### config.mk
export PLATFORM = sky130hd
export DESIGN_NAME = intel_hex_record_framer_unit
export DESIGN_NICKNAME = d
export VERILOG_FILES = /design/src/ihf_pkg.sv /design/src/ihf_ram.sv /design/src/ihf_front.sv /design/src/ihf_cmd_queue.sv /design/src/ihf_back.sv /design/src/intel_hex_record_framer_unit.sv
export SDC_FILE = /design/constraint.sdc
export NUM_CORES = 1
export LEC_CHECK = 0
export ABC_AREA = 1
export BUFFER_PORTS_ARGS = -buffer_cell sky130_fd_sc_hd__buf_2
export CAP_MARGIN = 30
export CORE_MARGIN = 1.5
export CORE_UTILIZATION = 25
export CTS_CLUSTER_SIZE = 10
export DETAILED_ROUTE_END_ITERATION = 12
export GPL_ROUTABILITY_DRIVEN = 0
export PLACE_DENSITY = 0.39
export SETUP_SLACK_MARGIN = 0.02
export SLEW_MARGIN = 25
export SYNTH_ARGS = -nofsm -noshare
export SYNTH_HDL_FRONTEND = slang
export SYNTH_SLANG_ARGS = --single-unit
### constraint.sdc
create_clock -name clk_i -period 7.6 [get_ports clk_i]
set_clock_uncertainty 0.1 [all_clocks]
set_input_delay 0.38 -clock clk_i [delete_from_list [all_inputs] [get_ports clk_i]]
set_output_delay 0.38 -clock clk_i [all_outputs]
set_load 0.02 [all_outputs]
### src/ihf_pkg.sv
package ihf_pkg;

  localparam int unsigned MaxRecordBytes     = 32;
  localparam int unsigned DefaultRecordBytes = 16;
  localparam int unsigned CountW             = 6;
  localparam int unsigned IndexW             = 5;
  localparam int unsigned PosW               = 6;
  localparam int unsigned MaxResults         = 40;
  localparam int unsigned ResultCntW         = 6;
  localparam int unsigned QueueAw            = 1;

  localparam logic [7:0] RecTypeData      = 8'h00;
  localparam logic [7:0] RecTypeEof       = 8'h01;
  localparam logic [7:0] RecTypeExtLinear = 8'h04;
  localparam logic [7:0] ExtPayloadBytes  = 8'h02;
  localparam logic [PosW-1:0] RecHeadBytes = PosW'(4);

  typedef struct packed {
    logic        func;
    logic [31:0] byte_address;
    logic [7:0]  data_byte;
  } ihf_in_t;

  typedef struct packed {
    logic [7:0] record_byte;
    logic       record_start;
    logic       last;
  } ihf_out_t;

  // One classified item: which records to emit around the buffer write.
  typedef struct packed {
    logic              hdr;
    logic              fa;
    logic              ext_a;
    logic [15:0]       upper_a;
    logic [15:0]       addr_a;
    logic [CountW-1:0] cnt_a;
    logic              wr;
    logic [IndexW-1:0] wr_idx;
    logic [7:0]        data;
    logic              fb;
    logic              ext_b;
    logic [15:0]       upper_b;
    logic [15:0]       addr_b;
    logic [CountW-1:0] cnt_b;
    logic              eof;
  } ihf_cmd_t;

endpackage

### src/ihf_ram.sv
module ihf_ram #(
  parameter int unsigned Width = 8,
  parameter int unsigned Depth = 16,
  localparam int unsigned Aw   = (Depth > 1) ? $clog2(Depth) : 1
) (
  input  logic             clk_i,
  input  logic             we_i,
  input  logic [Aw-1:0]    waddr_i,
  input  logic [Width-1:0] wdata_i,
  input  logic [Aw-1:0]    raddr_i,
  output logic [Width-1:0] rdata_o
);

  logic [Width-1:0] mem [Depth];

  always_ff @(posedge clk_i) begin
    if (we_i) begin
      mem[waddr_i] <= wdata_i;
    end
    rdata_o <= mem[raddr_i];
  end

endmodule

### src/ihf_front.sv
module ihf_front import ihf_pkg::*; #(
  parameter int unsigned RecordBytes = DefaultRecordBytes
) (
  input  logic     clk_i,
  input  logic     rst_ni,
  input  logic     push_i,
  input  ihf_in_t  item_i,
  output ihf_cmd_t cmd_o
);

  localparam logic [CountW-1:0] RecLimit = CountW'(RecordBytes);

  logic [CountW-1:0] pc_q, pc_d;
  logic [31:0]       rsa_q, rsa_d;
  logic [31:0]       nea_q, nea_d;
  logic [15:0]       lu_q, lu_d;
  logic              hs_q, hs_d;

  always_comb begin
    logic              fa;
    logic              fb;
    logic              ext_a;
    logic              ext_b;
    logic [CountW-1:0] pc1;
    logic [CountW-1:0] pc2;
    logic [31:0]       start;
    logic [15:0]       lu1;

    ext_a = rsa_q[31:16] != lu_q;
    fa    = (pc_q != '0) && (item_i.func || (item_i.byte_address != nea_q));
    lu1   = (fa && ext_a) ? rsa_q[31:16] : lu_q;
    pc1   = fa ? '0 : pc_q;
    start = (pc1 == '0) ? item_i.byte_address : rsa_q;
    pc2   = pc1 + CountW'(1);
    fb    = !item_i.func && ((pc2 >= RecLimit) || (item_i.byte_address == '1));
    ext_b = start[31:16] != lu1;

    cmd_o.hdr     = !hs_q;
    cmd_o.fa      = fa;
    cmd_o.ext_a   = ext_a;
    cmd_o.upper_a = rsa_q[31:16];
    cmd_o.addr_a  = rsa_q[15:0];
    cmd_o.cnt_a   = pc_q;
    cmd_o.wr      = !item_i.func;
    cmd_o.wr_idx  = pc1[IndexW-1:0];
    cmd_o.data    = item_i.data_byte;
    cmd_o.fb      = fb;
    cmd_o.ext_b   = ext_b;
    cmd_o.upper_b = start[31:16];
    cmd_o.addr_b  = start[15:0];
    cmd_o.cnt_b   = pc2;
    cmd_o.eof     = item_i.func;

    if (item_i.func) begin
      pc_d  = '0;
      rsa_d = '0;
      nea_d = '0;
      lu_d  = '0;
      hs_d  = 1'b0;
    end else begin
      pc_d  = fb ? '0 : pc2;
      rsa_d = start;
      nea_d = item_i.byte_address + 32'd1;
      lu_d  = (fb && ext_b) ? start[31:16] : lu1;
      hs_d  = 1'b1;
    end
  end

  always_ff @(posedge clk_i or negedge rst_ni) begin
    if (!rst_ni) begin
      pc_q  <= '0;
      rsa_q <= '0;
      nea_q <= '0;
      lu_q  <= '0;
      hs_q  <= 1'b0;
    end else if (push_i) begin
      pc_q  <= pc_d;
      rsa_q <= rsa_d;
      nea_q <= nea_d;
      lu_q  <= lu_d;
      hs_q  <= hs_d;
    end
  end

  // An open record never reaches the record size; it is flushed first.
  a_pending_below_limit: assert property (@(posedge clk_i) disable iff (!rst_ni)
    pc_q < RecLimit)
    else $error("open record holds a full record of bytes");

  // No byte can be held before the opening extended address record.
  a_no_bytes_before_header: assert property (@(posedge clk_i) disable iff (!rst_ni)
    !hs_q |-> (pc_q == '0))
    else $error("bytes held before the header record");

endmodule

### src/ihf_cmd_queue.sv
module ihf_cmd_queue import ihf_pkg::*; (
  input  logic     clk_i,
  input  logic     rst_ni,
  input  logic     push_i,
  input  ihf_cmd_t cmd_i,
  output logic     full_o,
  output logic     valid_o,
  input  logic     pop_i,
  output ihf_cmd_t cmd_o
);

  localparam int unsigned Depth = 2 ** QueueAw;

  ihf_cmd_t            entries_q [Depth];
  logic [QueueAw-1:0]  wr_ptr_q;
  logic [QueueAw-1:0]  rd_ptr_q;
  logic [QueueAw:0]    count_q;

  assign full_o  = count_q == (QueueAw + 1)'(Depth);
  assign valid_o = count_q != '0;
  assign cmd_o   = entries_q[rd_ptr_q];

  always_ff @(posedge clk_i) begin
    if (push_i) begin
      entries_q[wr_ptr_q] <= cmd_i;
    end
  end

  always_ff @(posedge clk_i or negedge rst_ni) begin
    if (!rst_ni) begin
      wr_ptr_q <= '0;
      rd_ptr_q <= '0;
      count_q  <= '0;
    end else begin
      if (push_i) begin
        wr_ptr_q <= wr_ptr_q + QueueAw'(1);
      end
      if (pop_i) begin
        rd_ptr_q <= rd_ptr_q + QueueAw'(1);
      end
      if (push_i && !pop_i) begin
        count_q <= count_q + (QueueAw + 1)'(1);
      end else if (pop_i && !push_i) begin
        count_q <= count_q - (QueueAw + 1)'(1);
      end
    end
  end

  a_count_in_range: assert property (@(posedge clk_i) disable iff (!rst_ni)
    count_q <= (QueueAw + 1)'(Depth))
    else $error("command queue count out of range");

endmodule

### src/ihf_back.sv
module ihf_back import ihf_pkg::*; #(
  parameter int unsigned RecordBytes = DefaultRecordBytes
) (
  input  logic     clk_i,
  input  logic     rst_ni,
  input  logic     cmd_valid_i,
  input  ihf_cmd_t cmd_i,
  output logic     pop_o,
  output logic     out_valid_o,
  output ihf_out_t out_item_o,
  input  logic     out_stall_i
);

  localparam int unsigned BufAw = (RecordBytes > 1) ? $clog2(RecordBytes) : 1;
  localparam logic [ResultCntW-1:0] ResultLimit = ResultCntW'(MaxResults);
  localparam logic [6:0] OutSegs = 7'b111_0111;

  typedef enum logic [2:0] {
    SIdle, SHdr, SExtA, SRecA, SWr, SExtB, SRecB, SEof
  } state_e;

  function automatic logic [6:0] seg_mask(input ihf_cmd_t c);
    seg_mask = {c.eof, c.fb, c.fb & c.ext_b, c.wr, c.fa, c.fa & c.ext_a, c.hdr};
  endfunction

  function automatic state_e first_seg(input logic [6:0] m);
    if (m[0]) begin
      first_seg = SHdr;
    end else if (m[1]) begin
      first_seg = SExtA;
    end else if (m[2]) begin
      first_seg = SRecA;
    end else if (m[3]) begin
      first_seg = SWr;
    end else if (m[4]) begin
      first_seg = SExtB;
    end else if (m[5]) begin
      first_seg = SRecB;
    end else if (m[6]) begin
      first_seg = SEof;
    end else begin
      first_seg = SIdle;
    end
  endfunction

  function automatic logic [6:0] seg_bit(input state_e s);
    case (s)
      SHdr:    seg_bit = 7'b000_0001;
      SExtA:   seg_bit = 7'b000_0010;
      SRecA:   seg_bit = 7'b000_0100;
      SWr:     seg_bit = 7'b000_1000;
      SExtB:   seg_bit = 7'b001_0000;
      SRecB:   seg_bit = 7'b010_0000;
      SEof:    seg_bit = 7'b100_0000;
      default: seg_bit = 7'b000_0000;
    endcase
  endfunction

  state_e            state_q;
  logic [6:0]        todo_q;
  ihf_cmd_t          cmd_q;
  logic [PosW-1:0]   pos_q;
  logic [PosW-1:0]   pos_d;
  logic [7:0]        sum_q;
  logic [ResultCntW-1:0] ocnt_q;
  logic              out_valid_q;
  ihf_out_t          out_q;

  logic [6:0]      rest;
  logic [7:0]      r_count;
  logic [15:0]     r_addr;
  logic [7:0]      r_type;
  logic [15:0]     r_upper;
  logic            r_from_buf;
  logic [PosW-1:0] r_len;
  logic            emitting;
  logic            adv;
  logic            at_check;
  logic            final_byte;
  logic            seg_done;
  logic [7:0]      cur_byte;
  logic [7:0]      buf_rdata;
  logic [PosW-1:0] rd_pos;

  always_comb begin
    r_count    = ExtPayloadBytes;
    r_addr     = '0;
    r_type     = RecTypeExtLinear;
    r_upper    = '0;
    r_from_buf = 1'b0;
    r_len      = PosW'(ExtPayloadBytes);
    case (state_q)
      SExtA: begin
        r_upper = cmd_q.upper_a;
      end
      SRecA: begin
        r_count    = 8'(cmd_q.cnt_a);
        r_addr     = cmd_q.addr_a;
        r_type     = RecTypeData;
        r_from_buf = 1'b1;
        r_len      = PosW'(cmd_q.cnt_a);
      end
      SExtB: begin
        r_upper = cmd_q.upper_b;
      end
      SRecB: begin
        r_count    = 8'(cmd_q.cnt_b);
        r_addr     = cmd_q.addr_b;
        r_type     = RecTypeData;
        r_from_buf = 1'b1;
        r_len      = PosW'(cmd_q.cnt_b);
      end
      SEof: begin
        r_count = '0;
        r_type  = RecTypeEof;
        r_len   = '0;
      end
      default: begin
      end
    endcase
  end

  assign rest       = todo_q & ~seg_bit(state_q);
  assign emitting   = (state_q != SIdle) && (state_q != SWr);
  assign adv        = emitting && (!out_valid_q || !out_stall_i);
  assign at_check   = pos_q == (RecHeadBytes + r_len);
  assign final_byte = at_check && ((rest & OutSegs) == '0);
  assign seg_done   = (adv && at_check) || (state_q == SWr);
  assign pop_o      = cmd_valid_i && ((state_q == SIdle) || (seg_done && (rest == '0)));
  assign pos_d      = adv ? (at_check ? '0 : pos_q + PosW'(1)) : pos_q;
  assign rd_pos     = pos_d - RecHeadBytes;

  always_comb begin
    if (at_check) begin
      cur_byte = 8'(~sum_q + 8'd1);
    end else begin
      case (pos_q)
        PosW'(0): cur_byte = r_count;
        PosW'(1): cur_byte = r_addr[15:8];
        PosW'(2): cur_byte = r_addr[7:0];
        PosW'(3): cur_byte = r_type;
        PosW'(4): cur_byte = r_from_buf ? buf_rdata : r_upper[15:8];
        default:  cur_byte = r_from_buf ? buf_rdata : r_upper[7:0];
      endcase
    end
  end

  ihf_ram #(
    .Width (8),
    .Depth (RecordBytes)
  ) u_buf (
    .clk_i   (clk_i),
    .we_i    (state_q == SWr),
    .waddr_i (cmd_q.wr_idx[BufAw-1:0]),
    .wdata_i (cmd_q.data),
    .raddr_i (rd_pos[BufAw-1:0]),
    .rdata_o (buf_rdata)
  );

  always_ff @(posedge clk_i or negedge rst_ni) begin
    if (!rst_ni) begin
      state_q     <= SIdle;
      todo_q      <= '0;
      cmd_q       <= '0;
      pos_q       <= '0;
      sum_q       <= '0;
      ocnt_q      <= '0;
      out_valid_q <= 1'b0;
      out_q       <= '0;
    end else begin
      if (adv && (ocnt_q < ResultLimit)) begin
        out_valid_q        <= 1'b1;
        out_q.record_byte  <= cur_byte;
        out_q.record_start <= pos_q == '0;
        out_q.last         <= final_byte || (ocnt_q == ResultLimit - ResultCntW'(1));
      end else if (!out_stall_i) begin
        out_valid_q <= 1'b0;
      end
      if (adv) begin
        sum_q <= (pos_q == '0) ? cur_byte : sum_q + cur_byte;
      end
      if (pop_o) begin
        cmd_q   <= cmd_i;
        todo_q  <= seg_mask(cmd_i);
        state_q <= first_seg(seg_mask(cmd_i));
        pos_q   <= '0;
        ocnt_q  <= '0;
      end else begin
        pos_q <= pos_d;
        if (adv && (ocnt_q < ResultLimit)) begin
          ocnt_q <= ocnt_q + ResultCntW'(1);
        end
        if (seg_done) begin
          todo_q  <= rest;
          state_q <= first_seg(rest);
        end
      end
    end
  end

  assign out_valid_o = out_valid_q;
  assign out_item_o  = out_q;

  a_idle_no_work: assert property (@(posedge clk_i) disable iff (!rst_ni)
    (state_q == SIdle) |-> (todo_q == '0))
    else $error("sequencer idle with segments still pending");

  a_current_pending: assert property (@(posedge clk_i) disable iff (!rst_ni)
    (state_q != SIdle) |-> ((todo_q & seg_bit(state_q)) != '0))
    else $error("current segment not in the pending set");

  a_pos_bounded: assert property (@(posedge clk_i) disable iff (!rst_ni)
    emitting |-> (pos_q <= (RecHeadBytes + r_len)))
    else $error("byte position passed the checksum");

endmodule

### src/intel_hex_record_framer_unit.sv
// Channel  Direction  Handshake             Payload
// in       input      in_valid_i/in_stall_o  ihf_in_t: func, byte_address, data_byte
// out      output     out_valid_o/out_stall_i ihf_out_t: record_byte, record_start, last
//
// The front classifies one item per cycle into a two-entry command queue unless the queue is full.
// The back spends one cycle per record byte while the output is not stalled, and the buffer write of a
// data item takes a state of its own; an end marker costs only its record bytes.
// From an empty queue the command passes through the queue entry and the back's command register
// before the first record byte is registered at the output.
// Reset is asynchronous and active low; the record buffer needs no clearing.
// A stalled output transfer holds the back, and a full queue stalls the input.
module intel_hex_record_framer_unit import ihf_pkg::*; #(
  parameter int unsigned RecordBytes = DefaultRecordBytes
) (
  input  logic     clk_i,
  input  logic     rst_ni,
  input  logic     in_valid_i,
  output logic     in_stall_o,
  input  ihf_in_t  in_item_i,
  output logic     out_valid_o,
  input  logic     out_stall_i,
  output ihf_out_t out_item_o
);

  logic     push;
  logic     q_full;
  logic     q_valid;
  logic     pop;
  ihf_cmd_t front_cmd;
  ihf_cmd_t back_cmd;

  assign in_stall_o = q_full;
  assign push       = in_valid_i && !q_full;

  ihf_front #(
    .RecordBytes (RecordBytes)
  ) u_front (
    .clk_i  (clk_i),
    .rst_ni (rst_ni),
    .push_i (push),
    .item_i (in_item_i),
    .cmd_o  (front_cmd)
  );

  ihf_cmd_queue u_queue (
    .clk_i   (clk_i),
    .rst_ni  (rst_ni),
    .push_i  (push),
    .cmd_i   (front_cmd),
    .full_o  (q_full),
    .valid_o (q_valid),
    .pop_i   (pop),
    .cmd_o   (back_cmd)
  );

  ihf_back #(
    .RecordBytes (RecordBytes)
  ) u_back (
    .clk_i       (clk_i),
    .rst_ni      (rst_ni),
    .cmd_valid_i (q_valid),
    .cmd_i       (back_cmd),
    .pop_o       (pop),
    .out_valid_o (out_valid_o),
    .out_item_o  (out_item_o),
    .out_stall_i (out_stall_i)
  );

endmodule

==> key figures <==
Hold path
  • Hold crit path type: input pin to flop

Yosys
  • Share of flip-flops with an asynchronous set or reset after synthesis: roughly two fifths
  • Synth unique cells: between 50 and 60
  • Predominant post-synthesis flop cell: edfxtp_1
  • Ys Warns: 0
  • Cell area after technology mapping: between 20000 and 30000 µm²
  • Post-synthesis cell count: 2810
  • Number of enable flip-flop cells after synthesis: ~320
  • Flip-flop and latch count after synthesis: approximately 550
  • Post-synth net total: 2874
  • Sequential element share of the synthesized area: 59.01%
  • Synthesized area per cell: 9.175 µm²

CTS
  • Number of clock buffers inserted by TritonCTS: 69
  • TritonCTS clock tree: built
  • Number of H-tree levels: 3
  • Clk sinks: approximately 550
  • Cell at the root of the clock tree: clkbuf_16
  • Post-CTS setup-driven buffer insertion count: 0
  • Clock transition at the registers of the reported paths: roughly 0.06 ns
  • Number of buffers on the longest clock path: 3
  • Clock Latency Late Sink: around 0.62 ns

Critical path
  • Delay of the slowest critical-path stage: between 0.6 and 0.7 ns
  • Type of the worst setup path: flop to flop
  • Data arrival time of the worst path: around 5.7 ns
  • Required arrival time at the worst endpoint: roughly 8.0 ns
  • Crit path capture type: flop
  • Maximum fanout count along the critical path: 24
  • Slowest cell on the critical path: nand3_2
  • Type of origin of the critical path: flop

Layout
  • Fraction of final layout cells with drive strength greater than 1: under 10%
  • Commonest non-fill, non-tap cell in the layout: nand2_1
  • Nets@finish: about 2900
  • Number of filler instances in the final layout: between 10000 and 15000
  • Diodes inserted: 0
  • Leading cell types in the layout, fill and taps excluded: 799 x nand2_1, 378 x inv_1, 318 x edfxtp_1, 223 x nor2_1, 219 x dfrtp_1
  • Area Overhead vs Synth: 14.91%

STA
  • Share of the clock period used by the worst path after layout: around 70%
  • Final critical-path setup slack: about 2.3 ns
  • Max-slew violation total from the final report: 0
  • Unrepaired setup endpoints after global routing: no
  • Actual slew at the worst max-slew pin: 0.9289 ns
  • Post-route minimum period: between 5 and 6 ns
  • Number of setup violations in the final report: 0
  • Maximum frequency from static timing analysis: 188.3 MHz
  • Hold Violations, Final: 0
  • Setup TNS Final: 0 ns
  • Worst slew margin relative to its limit: 38.07%

Detailed routing
  • WL final: 79030 µm
  • Residual antenna-violating net count after detailed routing: 0
  • Vias per cell: 4.502
  • Drt initial violations: roughly 1500
  • Count of vias placed by the detailed router: roughly 19000
  • DRT Pass-1 Iters: 7
  • Average wire per standard cell: 18.45 µm
  • Number of design rule violations left after detail routing: 0

Global route
  • Vias in the first global route: between 15000 and 20000
  • Global-route wire length before repair: between 100000 and 150000 µm
  • Aggregate global routing overflow: 0
  • Number of antenna violations at the first check in global routing: 1
  • Pin count of the biggest net entering global routing: roughly 120
  • GRT Overall Usage: between 15 and 20%

Die
  • Core Rows: about 120
  • Full die area: between 100000 and 150000 µm²
  • I/O pin count: 57
  • Initial core utilization: 25.27%
  • Core outline area: just over 100000 µm²
  • Die outline width: between 300 and 400 µm
  • Floorplan die height: between 300 and 400 µm

Pwr
  • P per Cell Area: about 450 nW/µm²
  • Maximum vdd ir drop: just under 0.3 mV
  • Leakage power: roughly 13 nW

Status
  • Result of the run: finished clean

Place
  • Port-buffer cells: 56
  • Dpl ws: between 2 and 2.5 ns
  • Detailed-placement wirelength estimate: around 52000 µm

Flow run
  • Max capacitance violation total: 0
==> final timing paths <==
| kind | from | endpoint | slack [ns] | cells past startpoint |
|---|---|---|---|---|
| setup / recovery | u_back.state_q[0]$_DFFE_PN0P_ | u_back.sum_q[7]$_DFFE_PN0P_ | 2.29 | 29 |
| hold / removal | in_item_i[40] | u_queue.entries_q[1][0]$_DFFE_PP_ | 0.04 | 1 |
| setup reg to reg | u_back.state_q[0]$_DFFE_PN0P_ | u_back.sum_q[7]$_DFFE_PN0P_ | 2.29 | 29 |
| hold reg to reg | u_front.rsa_q[3]$_DFFE_PN0P_ | u_queue.entries_q[0][64]$_DFFE_PP_ | 0.34 | 0 |
| max in group asynchronous | rst_ni | u_front.rsa_q[27]$_DFFE_PN0P_ | 5.83 | 3 |
| min in group asynchronous | rst_ni | u_back.out_item_o[9]$_DFFE_PN0P_ | 0.22 | 2 |
==> cell usage after synthesis, types with 5 or more instances <==
cell type,instances,share of area (%)
buf_1,6,0.087
dfxtp_1,8,0.62
o22ai_1,61,1.5
xnor2_1,16,0.54
xor2_1,30,1.0
nor2_1,226,3.3
inv_2,33,0.48
o32ai_1,6,0.20
buf_6,10,0.44
ha_1,18,0.87
nor4_1,6,0.15
a21oi_1,30,0.58
nor2_2,7,0.17
nor3_1,15,0.29
inv_1,379,5.5
nor2_4,5,0.22
nand2_2,7,0.17
dfrtp_1,220,21
clkbuf_1,54,0.79
o21ai_2,17,0.58
a31oi_1,93,2.3
buf_2,17,0.33
nand2_1,799,12
nand4_1,38,0.92
edfxtp_1,318,37
o21ai_1,15,0.29
o221ai_1,12,0.41
nand3_1,178,3.5
o311ai_0,5,0.17
o21ai_0,106,2.1
buf_4,25,0.73
==> flip-flops by register name, indices dropped and copies added (netlist names), 2 cells and up <==
register              flops
u_back.todo_q             7
u_front.pc_q              6
u_back.u_buf.mem        128
u_back.cmd_q             88
u_back.u_buf.rdata_o      8
u_back.pos_q              6
u_front.nea_q            32
u_back.out_item_o        10
u_front.lu_q             16
u_queue.entries_q       190
u_back.sum_q              8
u_queue.count_q           2
u_back.state_q            3
u_back.ocnt_q             6
u_front.rsa_q            32
==> layout make-up <==
type                            count  area, µm²  share of cell area, %
Sequential cell                   546      15220                  51.37
Multi-Input combinational cell   1734       8399                  28.35
Clock buffer                      111       1914                  6.462
Tap cell                         1368       1712                  5.778
Inverter                          415       1567                  5.288
Timing Repair Buffer               96      658.1                  2.221
Clock inverter                     14      157.7                 0.5321
==> report_power, final <==
part / internal [W] / total [W] / switching [W]
combinational: 0.00156 / 0.00528 / 0.00372
sequential: 0.00428 / 0.00499 / 0.000711
clock: 0.00180 / 0.00307 / 0.00127
total: 0.00764 / 0.0133 / 0.00571
==> cell families after synthesis <==
kind of cell	share of synthesized area (%)
xor+xnor	1.563
compound gates	8.711
flops	59.01
buf+inv	8.595
simple gates	21.05
fa+ha+maj	0.9512
mux	0.1165
==> critical path: cells and delay by family, from the launching register on <==
family                     cells  cell delay (ns)
AOI/OAI and AO/OA              7             1.53
and+or+nand+nor               11             1.57
DFF                            1             0.46
adders and majority gates      2             0.62
xor gates and xnor gates       3             0.42
buffers and inverters          6             0.52
==> per-layer routing <==
metal / vias to the layer above / share of wire (%) / wire, µm / GRT usage (%)
li1: 9370 / - / - / -
met1: 9348 / 48 / 37630 / 21.32
met4: 0 / 2.5 / 1995 / 4.756
met5: - / 0 / 0 / 0
met2: 456 / 45 / 35810 / 24.00
met3: 111 / 4.6 / 3600 / 2.329
==> timing repair <==
action / 4_1_cts / 5_1_grt
hold buffers: 14 / 0
resized for setup: 0 / 0
endpoints found under the hold margin: 124 / 0
==> metrics by stage <==
stage / cell area [µm²] / cells / util (%) / power (W) / hold slack [ns]
after floorplan: 25780 / 2810 / - / 0.008551 / -0.01559
after global placement: 27340 / 4140 / 26.80 / 0.01037 / 0.3487
after detailed placement: 27340 / 4140 / 26.80 / 0.01040 / 0.3627
after CTS: 29560 / 4279 / 28.97 / 0.01355 / 0.003018
after global routing: 29630 / 4284 / 29.04 / 0.01437 / 0.01859
final: 29630 / 4284 / 29.04 / 0.01335 / 0.04329
(Power assumes the default switching activity.)
